==> config.mk <==
export PLATFORM = sky130hd
export DESIGN_NAME = interpolated_bounce_back_link_unit_flat
export DESIGN_NICKNAME = d
export VERILOG_FILES = /design/src/hdl/ibbl_pkg.sv /design/src/hdl/ibbl_if.sv /design/src/hdl/ibbl_front.sv /design/src/hdl/ibbl_divider.sv /design/src/hdl/interpolated_bounce_back_link_unit.sv /design/src/flat_wrapper.sv
export SDC_FILE = /design/constraint.sdc
export NUM_CORES = 2
export LEC_CHECK = 0
export BUFFER_PORTS_ARGS = -buffer_cell sky130_fd_sc_hd__buf_2
export CORE_ASPECT_RATIO = 1.75
export CORE_MARGIN = 1
export CORE_UTILIZATION = 35
export DETAILED_ROUTE_END_ITERATION = 6
export GPL_ROUTABILITY_DRIVEN = 0
export GPL_TIMING_DRIVEN = 0
export HOLD_SLACK_MARGIN = 0.1
export PLACE_DENSITY_LB_ADDON = 0.2
export SETUP_SLACK_MARGIN = 0.05
export SLEW_MARGIN = 20
export SYNTH_ARGS = -nofsm -noshare
export SYNTH_HDL_FRONTEND = slang
export SYNTH_HIERARCHICAL = 1
export SYNTH_SLANG_ARGS = --single-unit
==> constraint.sdc <==
create_clock -name clk -period 13.3 [get_ports clk]
set_input_delay 3.325 -clock clk [delete_from_list [all_inputs] [get_ports clk]]
set_output_delay 3.325 -clock clk [all_outputs]
set_load 0.02 [all_outputs]
==> src/hdl/ibbl_pkg.sv <==
`default_nettype none

package ibbl_pkg;

	// Field and configuration widths
	localparam int GRID_MAX = 4096;
	localparam int CFG_W    = 13;
	localparam int POS_W    = 12;
	localparam int DIR_W    = 2;
	localparam int WF_W     = 17;
	localparam int F_W      = 24;
	localparam int UP_W     = 14;
	localparam int ADDR_W   = 2;

	// Q1.16 unity and the interpolation arithmetic widths
	localparam int Q_ONE    = 65536;
	localparam int Q_HALF   = 32768;
	localparam int A_W      = 17;              // weight on f_here
	localparam int B_W      = 18;              // weight on the second term
	localparam int DEN_W    = 18;              // rounding divisor
	localparam int PA_W     = F_W + A_W + 1;
	localparam int PB_W     = F_W + B_W + 1;
	localparam int NUM_W    = PB_W + 1;
	localparam int N_W      = NUM_W + 1;
	localparam int MAG_W    = N_W - 2;

	// Pipelined restoring divider
	localparam int QUO_W      = 25;
	localparam int DIV_W      = DEN_W + 1;
	localparam int DIV_STEPS  = 5;
	localparam int DIV_STAGES = QUO_W / DIV_STEPS;

	// Register indexes
	localparam logic [ADDR_W-1:0] REG_GRID_WIDTH     = 2'd0;
	localparam logic [ADDR_W-1:0] REG_GRID_HEIGHT    = 2'd1;
	localparam logic [ADDR_W-1:0] REG_PERIODIC_WIDTH = 2'd2;

	typedef enum logic [1:0] {
		RULE_NEAR = 2'd0,
		RULE_HALF = 2'd1,
		RULE_FAR  = 2'd2
	} rule_t;

	typedef struct packed {
		logic [CFG_W-1:0] grid_width;
		logic [CFG_W-1:0] grid_height;
		logic [CFG_W-1:0] periodic_width;
	} cfg_t;

	typedef struct packed {
		logic        [POS_W-1:0] pos_x;
		logic        [POS_W-1:0] pos_y;
		logic signed [DIR_W-1:0] dir_x;
		logic signed [DIR_W-1:0] dir_y;
		logic        [WF_W-1:0]  wall_fraction;
		logic signed [F_W-1:0]   f_here;
		logic signed [F_W-1:0]   f_upstream;
		logic signed [F_W-1:0]   f_here_opposite;
	} link_t;

	// Sideband that rides along with the division
	typedef struct packed {
		rule_t                  rule;
		logic signed [UP_W-1:0] ux;
		logic signed [UP_W-1:0] uy;
		logic                   neg;
	} side_t;

endpackage

`default_nettype wire

==> src/hdl/ibbl_if.sv <==
`default_nettype none

interface ibbl_link_if;
	import ibbl_pkg::*;

	logic                    valid;
	logic                    ready;
	logic        [POS_W-1:0] pos_x;
	logic        [POS_W-1:0] pos_y;
	logic signed [DIR_W-1:0] dir_x;
	logic signed [DIR_W-1:0] dir_y;
	logic        [WF_W-1:0]  wall_fraction;
	logic signed [F_W-1:0]   f_here;
	logic signed [F_W-1:0]   f_upstream;
	logic signed [F_W-1:0]   f_here_opposite;

	modport source (output valid, pos_x, pos_y, dir_x, dir_y, wall_fraction,
		f_here, f_upstream, f_here_opposite, input ready);
	modport sink (input valid, pos_x, pos_y, dir_x, dir_y, wall_fraction,
		f_here, f_upstream, f_here_opposite, output ready);
endinterface

interface ibbl_result_if;
	import ibbl_pkg::*;

	logic                   valid;
	logic                   ready;
	logic signed [F_W-1:0]  f_new;
	logic        [1:0]      rule_used;
	logic signed [UP_W-1:0] upstream_x;
	logic signed [UP_W-1:0] upstream_y;

	modport source (output valid, f_new, rule_used, upstream_x, upstream_y,
		input ready);
	modport sink (input valid, f_new, rule_used, upstream_x, upstream_y,
		output ready);
endinterface

interface ibbl_cfg_if;
	import ibbl_pkg::*;

	logic              valid;
	logic              ready;
	logic [ADDR_W-1:0] addr;
	logic [CFG_W-1:0]  wdata;

	modport source (output valid, addr, wdata, input ready);
	modport sink (input valid, addr, wdata, output ready);
endinterface

`default_nettype wire

==> src/hdl/ibbl_front.sv <==
`default_nettype none

module ibbl_front (
	input  wire                            clk,
	input  wire                            arst_n,
	input  ibbl_pkg::cfg_t                 cfg,
	input  wire                            in_valid,
	output logic                           in_ready,
	input  ibbl_pkg::link_t                in_link,
	output logic                           out_valid,
	input  wire                            out_ready,
	output logic [ibbl_pkg::MAG_W-1:0]     out_mag,
	output logic [ibbl_pkg::DIV_W-1:0]     out_den2,
	output ibbl_pkg::side_t                out_side
);
	import ibbl_pkg::*;

	logic en1, en2, en3;
	logic v_s1, v_s2, v_s3;

	// Stage 1 registers
	logic signed [UP_W-1:0] ux_s1, uy_s1;
	logic        [WF_W-1:0] wf_s1;
	logic signed [F_W-1:0]  fh_s1, fu_s1, fo_s1;

	// Stage 2 registers
	logic signed [PA_W-1:0] pa_s2;
	logic signed [PB_W-1:0] pb_s2;
	logic        [DEN_W-1:0] den_s2;
	rule_t                  rule_s2;
	logic signed [UP_W-1:0] ux_s2, uy_s2;

	// Stage 3 registers
	logic [MAG_W-1:0] mag_s3;
	logic [DIV_W-1:0] den2_s3;
	side_t            side_s3;

	// Stage enables: a stage moves when empty or when the next one moves
	assign en3 = !v_s3 || out_ready;
	assign en2 = !v_s2 || en3;
	assign en1 = !v_s1 || en2;
	assign in_ready = en1;

	always_ff @(posedge clk or negedge arst_n) begin
		if (!arst_n) begin
			v_s1 <= 1'b0;
			v_s2 <= 1'b0;
			v_s3 <= 1'b0;
		end else begin
			if (en1) v_s1 <= in_valid;
			if (en2) v_s2 <= v_s1;
			if (en3) v_s3 <= v_s2;
		end
	end

	// Stage 1: upstream cell and optional periodic wrap on x
	logic signed [UP_W-1:0] ux0, ux_w, uy0, per;

	always_comb begin
		ux0 = $signed({2'b00, in_link.pos_x}) -
			$signed({{(UP_W-DIR_W){in_link.dir_x[DIR_W-1]}}, in_link.dir_x});
		uy0 = $signed({2'b00, in_link.pos_y}) -
			$signed({{(UP_W-DIR_W){in_link.dir_y[DIR_W-1]}}, in_link.dir_y});
		per = $signed({1'b0, cfg.periodic_width});
		ux_w = ux0;
		if (cfg.periodic_width != '0) begin
			if (ux0 < 0)
				ux_w = ux0 + per;
			else if (ux0 >= per)
				ux_w = ux0 - per;
		end
	end

	always_ff @(posedge clk) begin
		if (en1 && in_valid) begin
			ux_s1 <= ux_w;
			uy_s1 <= uy0;
			wf_s1 <= in_link.wall_fraction;
			fh_s1 <= in_link.f_here;
			fu_s1 <= in_link.f_upstream;
			fo_s1 <= in_link.f_here_opposite;
		end
	end

	// Stage 2: pick the rule, its weights and divisor, then multiply
	logic                   in_grid, near;
	logic [A_W-1:0]         wa;
	logic [B_W-1:0]         wb;
	logic [DEN_W-1:0]       den, d2;
	logic [DEN_W-1:0]       t2;
	logic signed [F_W-1:0]  g;
	rule_t                  rule;

	always_comb begin
		in_grid = (ux_s1 >= 0) && (ux_s1 < $signed({1'b0, cfg.grid_width})) &&
			(uy_s1 >= 0) && (uy_s1 < $signed({1'b0, cfg.grid_height}));
		near = (wf_s1 < WF_W'(Q_HALF));
		t2 = {1'b0, wf_s1[WF_W-2:0], 1'b0};
		d2 = {wf_s1, 1'b0};
		if (near && in_grid) begin
			rule = RULE_NEAR;
			wa   = A_W'(t2);
			wb   = B_W'(Q_ONE) - t2;
			g    = fu_s1;
			den  = DEN_W'(Q_ONE);
		end else if (near) begin
			rule = RULE_HALF;
			wa   = A_W'(Q_ONE);
			wb   = '0;
			g    = fu_s1;
			den  = DEN_W'(Q_ONE);
		end else begin
			rule = RULE_FAR;
			wa   = A_W'(Q_ONE);
			wb   = d2 - B_W'(Q_ONE);
			g    = fo_s1;
			den  = d2;
		end
	end

	always_ff @(posedge clk) begin
		if (en2 && v_s1) begin
			pa_s2   <= fh_s1 * $signed({1'b0, wa});
			pb_s2   <= g * $signed({1'b0, wb});
			den_s2  <= den;
			rule_s2 <= rule;
			ux_s2   <= ux_s1;
			uy_s2   <= uy_s1;
		end
	end

	// Stage 3: numerator with rounding offset, folded to a magnitude
	logic signed [N_W-1:0] nsum;
	logic                  nneg;

	always_comb begin
		nsum = ($signed({{(N_W-PA_W){pa_s2[PA_W-1]}}, pa_s2}) +
			$signed({{(N_W-PB_W){pb_s2[PB_W-1]}}, pb_s2})) * 2 +
			$signed({{(N_W-DEN_W){1'b0}}, den_s2});
		nneg = nsum[N_W-1];
	end

	always_ff @(posedge clk) begin
		if (en3 && v_s2) begin
			mag_s3       <= nneg ? MAG_W'(~nsum) : MAG_W'(nsum);
			den2_s3      <= {den_s2, 1'b0};
			side_s3.rule <= rule_s2;
			side_s3.ux   <= ux_s2;
			side_s3.uy   <= uy_s2;
			side_s3.neg  <= nneg;
		end
	end

	assign out_valid = v_s3;
	assign out_mag   = mag_s3;
	assign out_den2  = den2_s3;
	assign out_side  = side_s3;

`ifndef ASSERT_OFF
	a_far_den: assert property (@(posedge clk) disable iff (!arst_n)
		v_s2 && rule_s2 == RULE_FAR |-> den_s2 >= DEN_W'(Q_ONE))
		else $error("far rule with divisor below one");
	a_near_den: assert property (@(posedge clk) disable iff (!arst_n)
		v_s2 && rule_s2 != RULE_FAR |-> den_s2 == DEN_W'(Q_ONE))
		else $error("near or halfway rule with divisor other than one");
	a_half_pb: assert property (@(posedge clk) disable iff (!arst_n)
		v_s2 && rule_s2 == RULE_HALF |-> pb_s2 == '0)
		else $error("halfway rule carries a second term");
`endif

endmodule

`default_nettype wire

==> src/hdl/ibbl_divider.sv <==
`default_nettype none

module ibbl_divider (
	input  wire                            clk,
	input  wire                            arst_n,
	input  wire                            in_valid,
	output logic                           in_ready,
	input  wire  [ibbl_pkg::MAG_W-1:0]     in_mag,
	input  wire  [ibbl_pkg::DIV_W-1:0]     in_den2,
	input  ibbl_pkg::side_t                in_side,
	output logic                           out_valid,
	input  wire                            out_ready,
	output logic [ibbl_pkg::QUO_W-1:0]     out_quo,
	output ibbl_pkg::side_t                out_side
);
	import ibbl_pkg::*;

	// Per-stage registers: partial remainder, shifting dividend/quotient word
	logic             v_s    [DIV_STAGES];
	logic [DIV_W-1:0] rem_s  [DIV_STAGES];
	logic [QUO_W-1:0] sh_s   [DIV_STAGES];
	logic [DIV_W-1:0] den_s  [DIV_STAGES];
	side_t            side_s [DIV_STAGES];
	logic             en     [DIV_STAGES];

	logic             v_in    [DIV_STAGES];
	logic [DIV_W-1:0] rem_in  [DIV_STAGES];
	logic [QUO_W-1:0] sh_in   [DIV_STAGES];
	logic [DIV_W-1:0] den_in  [DIV_STAGES];
	side_t            side_in [DIV_STAGES];
	logic [DIV_W-1:0] rem_nx  [DIV_STAGES];
	logic [QUO_W-1:0] sh_nx   [DIV_STAGES];

	// Stage enables, from the output back to the input
	always_comb begin
		en[DIV_STAGES-1] = !v_s[DIV_STAGES-1] || out_ready;
		for (int k = DIV_STAGES - 2; k >= 0; k--)
			en[k] = !v_s[k] || en[k+1];
	end
	assign in_ready = en[0];

	// Stage inputs: the first stage takes the dividend's top bits as remainder
	assign v_in[0]    = in_valid;
	assign rem_in[0]  = DIV_W'(in_mag[MAG_W-1:QUO_W]);
	assign sh_in[0]   = in_mag[QUO_W-1:0];
	assign den_in[0]  = in_den2;
	assign side_in[0] = in_side;

	for (genvar k = 1; k < DIV_STAGES; k++) begin : g_link
		assign v_in[k]    = v_s[k-1];
		assign rem_in[k]  = rem_s[k-1];
		assign sh_in[k]   = sh_s[k-1];
		assign den_in[k]  = den_s[k-1];
		assign side_in[k] = side_s[k-1];
	end

	for (genvar k = 0; k < DIV_STAGES; k++) begin : g_stage
		// Run DIV_STEPS restoring steps: shift in a bit, subtract if it fits
		always_comb begin : p_steps
			logic [DIV_W:0]   t;
			logic [DIV_W-1:0] r;
			logic [QUO_W-1:0] s;
			logic             ge;
			r = rem_in[k];
			s = sh_in[k];
			for (int j = 0; j < DIV_STEPS; j++) begin
				t  = {r, s[QUO_W-1]};
				ge = (t >= {1'b0, den_in[k]});
				r  = ge ? DIV_W'(t - {1'b0, den_in[k]}) : DIV_W'(t);
				s  = {s[QUO_W-2:0], ge};
			end
			rem_nx[k] = r;
			sh_nx[k]  = s;
		end

		always_ff @(posedge clk or negedge arst_n) begin
			if (!arst_n)
				v_s[k] <= 1'b0;
			else if (en[k])
				v_s[k] <= v_in[k];
		end

		always_ff @(posedge clk) begin
			if (en[k] && v_in[k]) begin
				rem_s[k]  <= rem_nx[k];
				sh_s[k]   <= sh_nx[k];
				den_s[k]  <= den_in[k];
				side_s[k] <= side_in[k];
			end
		end
	end

	assign out_valid = v_s[DIV_STAGES-1];
	assign out_quo   = sh_s[DIV_STAGES-1];
	assign out_side  = side_s[DIV_STAGES-1];

`ifndef ASSERT_OFF
	a_fits: assert property (@(posedge clk) disable iff (!arst_n)
		in_valid |-> DIV_W'(in_mag[MAG_W-1:QUO_W]) < in_den2)
		else $error("quotient does not fit the divider width");
	a_rem_first: assert property (@(posedge clk) disable iff (!arst_n)
		v_s[0] |-> rem_s[0] < den_s[0])
		else $error("partial remainder not below divisor");
	a_rem_last: assert property (@(posedge clk) disable iff (!arst_n)
		v_s[DIV_STAGES-1] |-> rem_s[DIV_STAGES-1] < den_s[DIV_STAGES-1])
		else $error("final remainder not below divisor");
`endif

endmodule

`default_nettype wire

==> src/hdl/interpolated_bounce_back_link_unit.sv <==
`default_nettype none

// Channel   Dir  Handshake     Word
// links     in   valid/ready   cell position, direction, wall fraction, three f values
// results   out  valid/ready   f_new, rule_used, upstream_x, upstream_y
// cfg       in   valid/ready   addr (register index), wdata (13 bits); always ready
//
// One link enters per cycle barring stalls. There are three front stages
// (wrap, multiply, numerator), five divider stages of five quotient bits
// each, and the output register. The 25-bit quotient of the rounding
// division sets the divider depth. Reset clears all valid bits and loads
// the registers with their reset values. Each stage moves on its own when
// its successor has room, so bubbles close up behind a stalled output.
module interpolated_bounce_back_link_unit (
	input  wire             clk,
	input  wire             arst_n,
	ibbl_link_if.sink       links,
	ibbl_result_if.source   results,
	ibbl_cfg_if.sink        cfg
);
	import ibbl_pkg::*;

	cfg_t  cfg_q;
	link_t link_w;

	// Configuration registers
	assign cfg.ready = 1'b1;

	always_ff @(posedge clk or negedge arst_n) begin
		if (!arst_n) begin
			cfg_q.grid_width     <= CFG_W'(GRID_MAX);
			cfg_q.grid_height    <= CFG_W'(GRID_MAX);
			cfg_q.periodic_width <= '0;
		end else if (cfg.valid) begin
			case (cfg.addr)
				REG_GRID_WIDTH:     cfg_q.grid_width     <= cfg.wdata;
				REG_GRID_HEIGHT:    cfg_q.grid_height    <= cfg.wdata;
				REG_PERIODIC_WIDTH: cfg_q.periodic_width <= cfg.wdata;
				default: ;
			endcase
		end
	end

	// Gather the input word
	assign link_w.pos_x           = links.pos_x;
	assign link_w.pos_y           = links.pos_y;
	assign link_w.dir_x           = links.dir_x;
	assign link_w.dir_y           = links.dir_y;
	assign link_w.wall_fraction   = links.wall_fraction;
	assign link_w.f_here          = links.f_here;
	assign link_w.f_upstream      = links.f_upstream;
	assign link_w.f_here_opposite = links.f_here_opposite;

	logic             fr_valid, fr_ready;
	logic [MAG_W-1:0] fr_mag;
	logic [DIV_W-1:0] fr_den2;
	side_t            fr_side;

	ibbl_front u_front (
		.clk       (clk),
		.arst_n    (arst_n),
		.cfg       (cfg_q),
		.in_valid  (links.valid),
		.in_ready  (links.ready),
		.in_link   (link_w),
		.out_valid (fr_valid),
		.out_ready (fr_ready),
		.out_mag   (fr_mag),
		.out_den2  (fr_den2),
		.out_side  (fr_side)
	);

	logic             dv_valid, dv_ready;
	logic [QUO_W-1:0] dv_quo;
	side_t            dv_side;

	ibbl_divider u_div (
		.clk       (clk),
		.arst_n    (arst_n),
		.in_valid  (fr_valid),
		.in_ready  (fr_ready),
		.in_mag    (fr_mag),
		.in_den2   (fr_den2),
		.in_side   (fr_side),
		.out_valid (dv_valid),
		.out_ready (dv_ready),
		.out_quo   (dv_quo),
		.out_side  (dv_side)
	);

	// Undo the magnitude fold and saturate to the f range
	logic signed [QUO_W-1:0] qs;
	logic signed [F_W-1:0]   fsat;

	always_comb begin
		qs = dv_side.neg ? $signed(~dv_quo) : $signed(dv_quo);
		if (qs[QUO_W-1] != qs[F_W-1])
			fsat = qs[QUO_W-1] ? {1'b1, {(F_W-1){1'b0}}} : {1'b0, {(F_W-1){1'b1}}};
		else
			fsat = qs[F_W-1:0];
	end

	// Output register
	logic                   v_q;
	logic signed [F_W-1:0]  f_new_q;
	rule_t                  rule_q;
	logic signed [UP_W-1:0] ux_q, uy_q;

	assign dv_ready = !v_q || results.ready;

	always_ff @(posedge clk or negedge arst_n) begin
		if (!arst_n)
			v_q <= 1'b0;
		else if (dv_ready)
			v_q <= dv_valid;
	end

	always_ff @(posedge clk) begin
		if (dv_ready && dv_valid) begin
			f_new_q <= fsat;
			rule_q  <= dv_side.rule;
			ux_q    <= dv_side.ux;
			uy_q    <= dv_side.uy;
		end
	end

	assign results.valid      = v_q;
	assign results.f_new      = f_new_q;
	assign results.rule_used  = rule_q;
	assign results.upstream_x = ux_q;
	assign results.upstream_y = uy_q;

endmodule

`default_nettype wire

==> src/flat_wrapper.sv <==
// flat-port wrapper written by rule: the top's interface ports become plain ports
module interpolated_bounce_back_link_unit_flat import ibbl_pkg::*;
  (clk, arst_n, links_valid, links_pos_x, links_pos_y, links_dir_x, links_dir_y, links_wall_fraction, links_f_here, links_f_upstream, links_f_here_opposite, links_ready, results_valid, results_f_new, results_rule_used, results_upstream_x, results_upstream_y, results_ready, cfg_valid, cfg_addr, cfg_wdata, cfg_ready);
  ibbl_link_if links_i ();
  ibbl_result_if results_i ();
  ibbl_cfg_if cfg_i ();
  input  wire clk;
  input  wire arst_n;
  input wire logic [$bits(links_i.valid)-1:0] links_valid;
  input wire logic [$bits(links_i.pos_x)-1:0] links_pos_x;
  input wire logic [$bits(links_i.pos_y)-1:0] links_pos_y;
  input wire logic [$bits(links_i.dir_x)-1:0] links_dir_x;
  input wire logic [$bits(links_i.dir_y)-1:0] links_dir_y;
  input wire logic [$bits(links_i.wall_fraction)-1:0] links_wall_fraction;
  input wire logic [$bits(links_i.f_here)-1:0] links_f_here;
  input wire logic [$bits(links_i.f_upstream)-1:0] links_f_upstream;
  input wire logic [$bits(links_i.f_here_opposite)-1:0] links_f_here_opposite;
  output wire logic [$bits(links_i.ready)-1:0] links_ready;
  output wire logic [$bits(results_i.valid)-1:0] results_valid;
  output wire logic [$bits(results_i.f_new)-1:0] results_f_new;
  output wire logic [$bits(results_i.rule_used)-1:0] results_rule_used;
  output wire logic [$bits(results_i.upstream_x)-1:0] results_upstream_x;
  output wire logic [$bits(results_i.upstream_y)-1:0] results_upstream_y;
  input wire logic [$bits(results_i.ready)-1:0] results_ready;
  input wire logic [$bits(cfg_i.valid)-1:0] cfg_valid;
  input wire logic [$bits(cfg_i.addr)-1:0] cfg_addr;
  input wire logic [$bits(cfg_i.wdata)-1:0] cfg_wdata;
  output wire logic [$bits(cfg_i.ready)-1:0] cfg_ready;
  assign links_i.valid = links_valid;
  assign links_i.pos_x = links_pos_x;
  assign links_i.pos_y = links_pos_y;
  assign links_i.dir_x = links_dir_x;
  assign links_i.dir_y = links_dir_y;
  assign links_i.wall_fraction = links_wall_fraction;
  assign links_i.f_here = links_f_here;
  assign links_i.f_upstream = links_f_upstream;
  assign links_i.f_here_opposite = links_f_here_opposite;
  assign links_ready = links_i.ready;
  assign results_valid = results_i.valid;
  assign results_f_new = results_i.f_new;
  assign results_rule_used = results_i.rule_used;
  assign results_upstream_x = results_i.upstream_x;
  assign results_upstream_y = results_i.upstream_y;
  assign results_i.ready = results_ready;
  assign cfg_i.valid = cfg_valid;
  assign cfg_i.addr = cfg_addr;
  assign cfg_i.wdata = cfg_wdata;
  assign cfg_ready = cfg_i.ready;
  interpolated_bounce_back_link_unit u_core (.clk(clk), .arst_n(arst_n), .links(links_i), .results(results_i), .cfg(cfg_i));
endmodule
==> reports/summary.txt <==
# IOs - 194
reg2reg end - u_core/u_div/rem_s[0][43]
Worst-Skew Late Latency - 0.73 ns
core area - 261000 um2
residual DRC count - 0
post-route setup slack - 0.242 ns
GRT overflow - 0
Seq/Total Area, Yosys - 0.283
Top Usage Layer GRT - met2
largest family of logic cells by synthesized area - adder cells
Final period util - 0.982
Synth Area in Simple Gates - 0.128
mux contribution to synthesized area - 0.0394
Layout Utilization - 0.401
DRT Pass-1 Iters - 7
Crit path largest cell delay - 0.45 ns
initial antenna violation count - 8
clock root buffer - clkbuf_16
kind of critical path - reg -> reg
post-synth top area share - 0.270
minimum clock period - 13.06 ns
Fin. Hold Viols - 0
status - complete, no violations
Setup Skew - 0.0840 ns
Mapped Cells - 9354
Row Count - 248
CP Launch Type - register
Least-Margin Pin Slew - 1.24 ns
Seq cells post-synth - 871
Num CTS Buffers - 90
initial DRC count - 3683
fraction of layout cells with a size suffix above 1 - 0.133
hold-critical path depth - 0
clock buffer depth - 3
hold-critical path endpoint - u_core/u_div/sh_s[0][64]
Async S/R FF share, synth - 0.0551
Post-synth EDFFs - 823
Critical Path Fanout Max - 8
dominant synthesized flop cell - edfxtp_1
number of global-route vias before repair - 75.3k
die area - 264000 um2
Mean Syn Cell Area - 9.80 um2
largest net degree at the start of global routing - 60
GRT met1 Usage - 0.209
Critical Path Sink Type - register
synth unique cells - 113
Total Wirelength - 299000 um
clock sinks - 871
setup slack, reg-to-reg - 0.24 ns
f_max - 76.6 MHz
DPL Wire Length - 245000 um
H-tree Lvls - 3
Syn. warnings - 6
area grow syn2layout - 14.2%
via count - 71.1k
CTS tree - built
setup_tns - 0 ns
post-synthesis xor/xnor area fraction - 0.0540
grt met3 use - 0.0232
cts hold-fix bufs - 0
final max-slew violation count - 0
Synth Area in Compound Gates - 0.131
endpoints failing setup - 0
met2 global-route usage - 0.424
Max-slew headroom - 0.167
max-cap viol count - 0
Antenna Nets Post-Route - 0
Post-synth top cells - 1364 x inv_1, 865 x ha_1, 823 x edfxtp_1, 806 x fa_1, 796 x nand2_1
starting density of the core - 0.352
Adder-Cell Fraction of Synth Area - 0.297
FF-to-FF path depth - 59
pre-CTS WS - -4.80 ns
Hold WC Path Type - reg -> reg
Avg WL per Cell - 22.4 um
Yosys top cell by area - edfxtp_1
FF-to-FF Start - u_core/u_div/den_s[0][20]
worst path required time - 13.75 ns
unrepaired setup endpoints after global routing - yes
cell area after synthesis - 91600 um2
count leader, synth - inv_1
min-delay src - u_core/u_div/sh_s[0][34]
Critical Path AT - 13.51 ns
chip width - 389 um
GRT Util Overall - 0.222
Final #Nets - 11.7k
first-pass GRT wire length - 443000 um
Reg clk slew, reported paths - 0.06 ns
Vias per Instance - 5.34
Die H - 679 um
critical path's slowest cell - fa_2
Area contributors post-synth - edfxtp_1 27%, fa_1 18%, ha_1 12%
Port Buf Inserts - 192
[repair_timing]
action,CTS,global route
resized for setup,385,254
pin swaps,69,114
cloned,2,3
setup endpoints to repair,83,81
endpoints found under the hold margin,0,0
setup buffers,103,106
[kinds of logic after synthesis]
family | count (synthesis)
compound gates | 1819
buf+inv | 1632
flops | 871
other cells | 2
simple gates | 2450
xor+xnor | 557
fa+ha+maj | 1694
mux | 329
[through the flow]
stage / hold WS, ns / area (um2) / instances
floorplan: 0.400 / 91600 / 9355
global placement: 0.401 / 96800 / 12922
detailed placement: 0.405 / 97300 / 12938
CTS: 0.347 / 103000 / 13206
global route: 0.364 / 105000 / 13313
finish: 0.362 / 105000 / 13317
[worst max path at each step]
stage,start,end,slack [ns],cells past startpoint
2_1_floorplan,u_core/u_div/den_s[0][20],u_core/u_div/rem_s[0][49],0.09,59
3_3_place_gp,u_core/u_div/den_s[0][58],u_core/u_div/sh_s[0][100],-4.64,59
3_5_place_dp,u_core/u_div/den_s[0][58],u_core/u_div/sh_s[0][100],-4.80,59
4_1_cts,u_core/u_div/den_s[0][20],u_core/u_div/rem_s[0][43],0.04,61
5_1_grt,u_core/u_div/den_s[0][27],u_core/u_div/rem_s[0][55],-0.13,58
6_report,u_core/u_div/den_s[0][20],u_core/u_div/rem_s[0][43],0.24,59
[worst max-delay path: cells and delay by family (launching register included)]
| family | cells | cell delay (ns) |
|---|---|---|
| adders and majority gates | 5 | 1.57 |
| buffers and inverters | 10 | 1.64 |
| DFF | 1 | 0.38 |
| AOI/OAI and AO/OA | 27 | 5.28 |
| muxes | 6 | 1.83 |
| and+or+nand+nor | 11 | 2.04 |
[sequential cells by signal (all words and copies together), names as in the netlist, 24 cells and up]
signal,flops
u_core/u_front/out_side,30
u_core/u_div/den_s,76
u_core/cfg_q,39
u_core/u_front/fo_s1,24
u_core/u_div/sh_s,125
u_core/u_div/side_s,155
u_core/u_front/fh_s1,24
u_core/u_front/pb_s2,42
u_core/u_div/rem_s,76
u_core/u_front/out_mag,43
u_core/u_front/pa_s2,41
u_core/results.f_new,24
u_core/u_front/fu_s1,24
[layer usage]
layer | wire length (um) | up-vias
met2 | 158000 | 2021
met5 | 16 | -
li1 | - | 33183
met4 | 30400 | 2
met1 | 99300 | 34897
met3 | 10400 | 950
[layout by cell type, fill, tap and decap left out, types with 223 or more instances in the layout]
master,netlist,routed
and3_1,280,279
fa_1,806,797
xnor2_1,364,364
nor2_1,616,607
mux2_2,242,223
ha_1,865,808
nand2_1,796,793
a21oi_1,500,452
a21o_1,232,232
inv_1,1364,1327
edfxtp_1,823,823
o21ai_0,374,313
[layout make-up]
| class | instances | area (um2) |
|---|---|---|
| flip-flops and latches | 871 | 25900 |
| repair buffers | 422 | 3100 |
| inverters | 1372 | 5270 |
| clock inverters | 58 | 701 |
| multi-input cells | 6852 | 61500 |
| plain buffers | 256 | 1570 |
| diodes | 5 | 12.5 |
| fillers | 25816 | 156000 |
| well taps | 3375 | 4220 |
| clock buffers | 106 | 2360 |
Power is not shown: default switching activity piles up to over one toggle a cycle in this logic, so the estimate is an artifact.
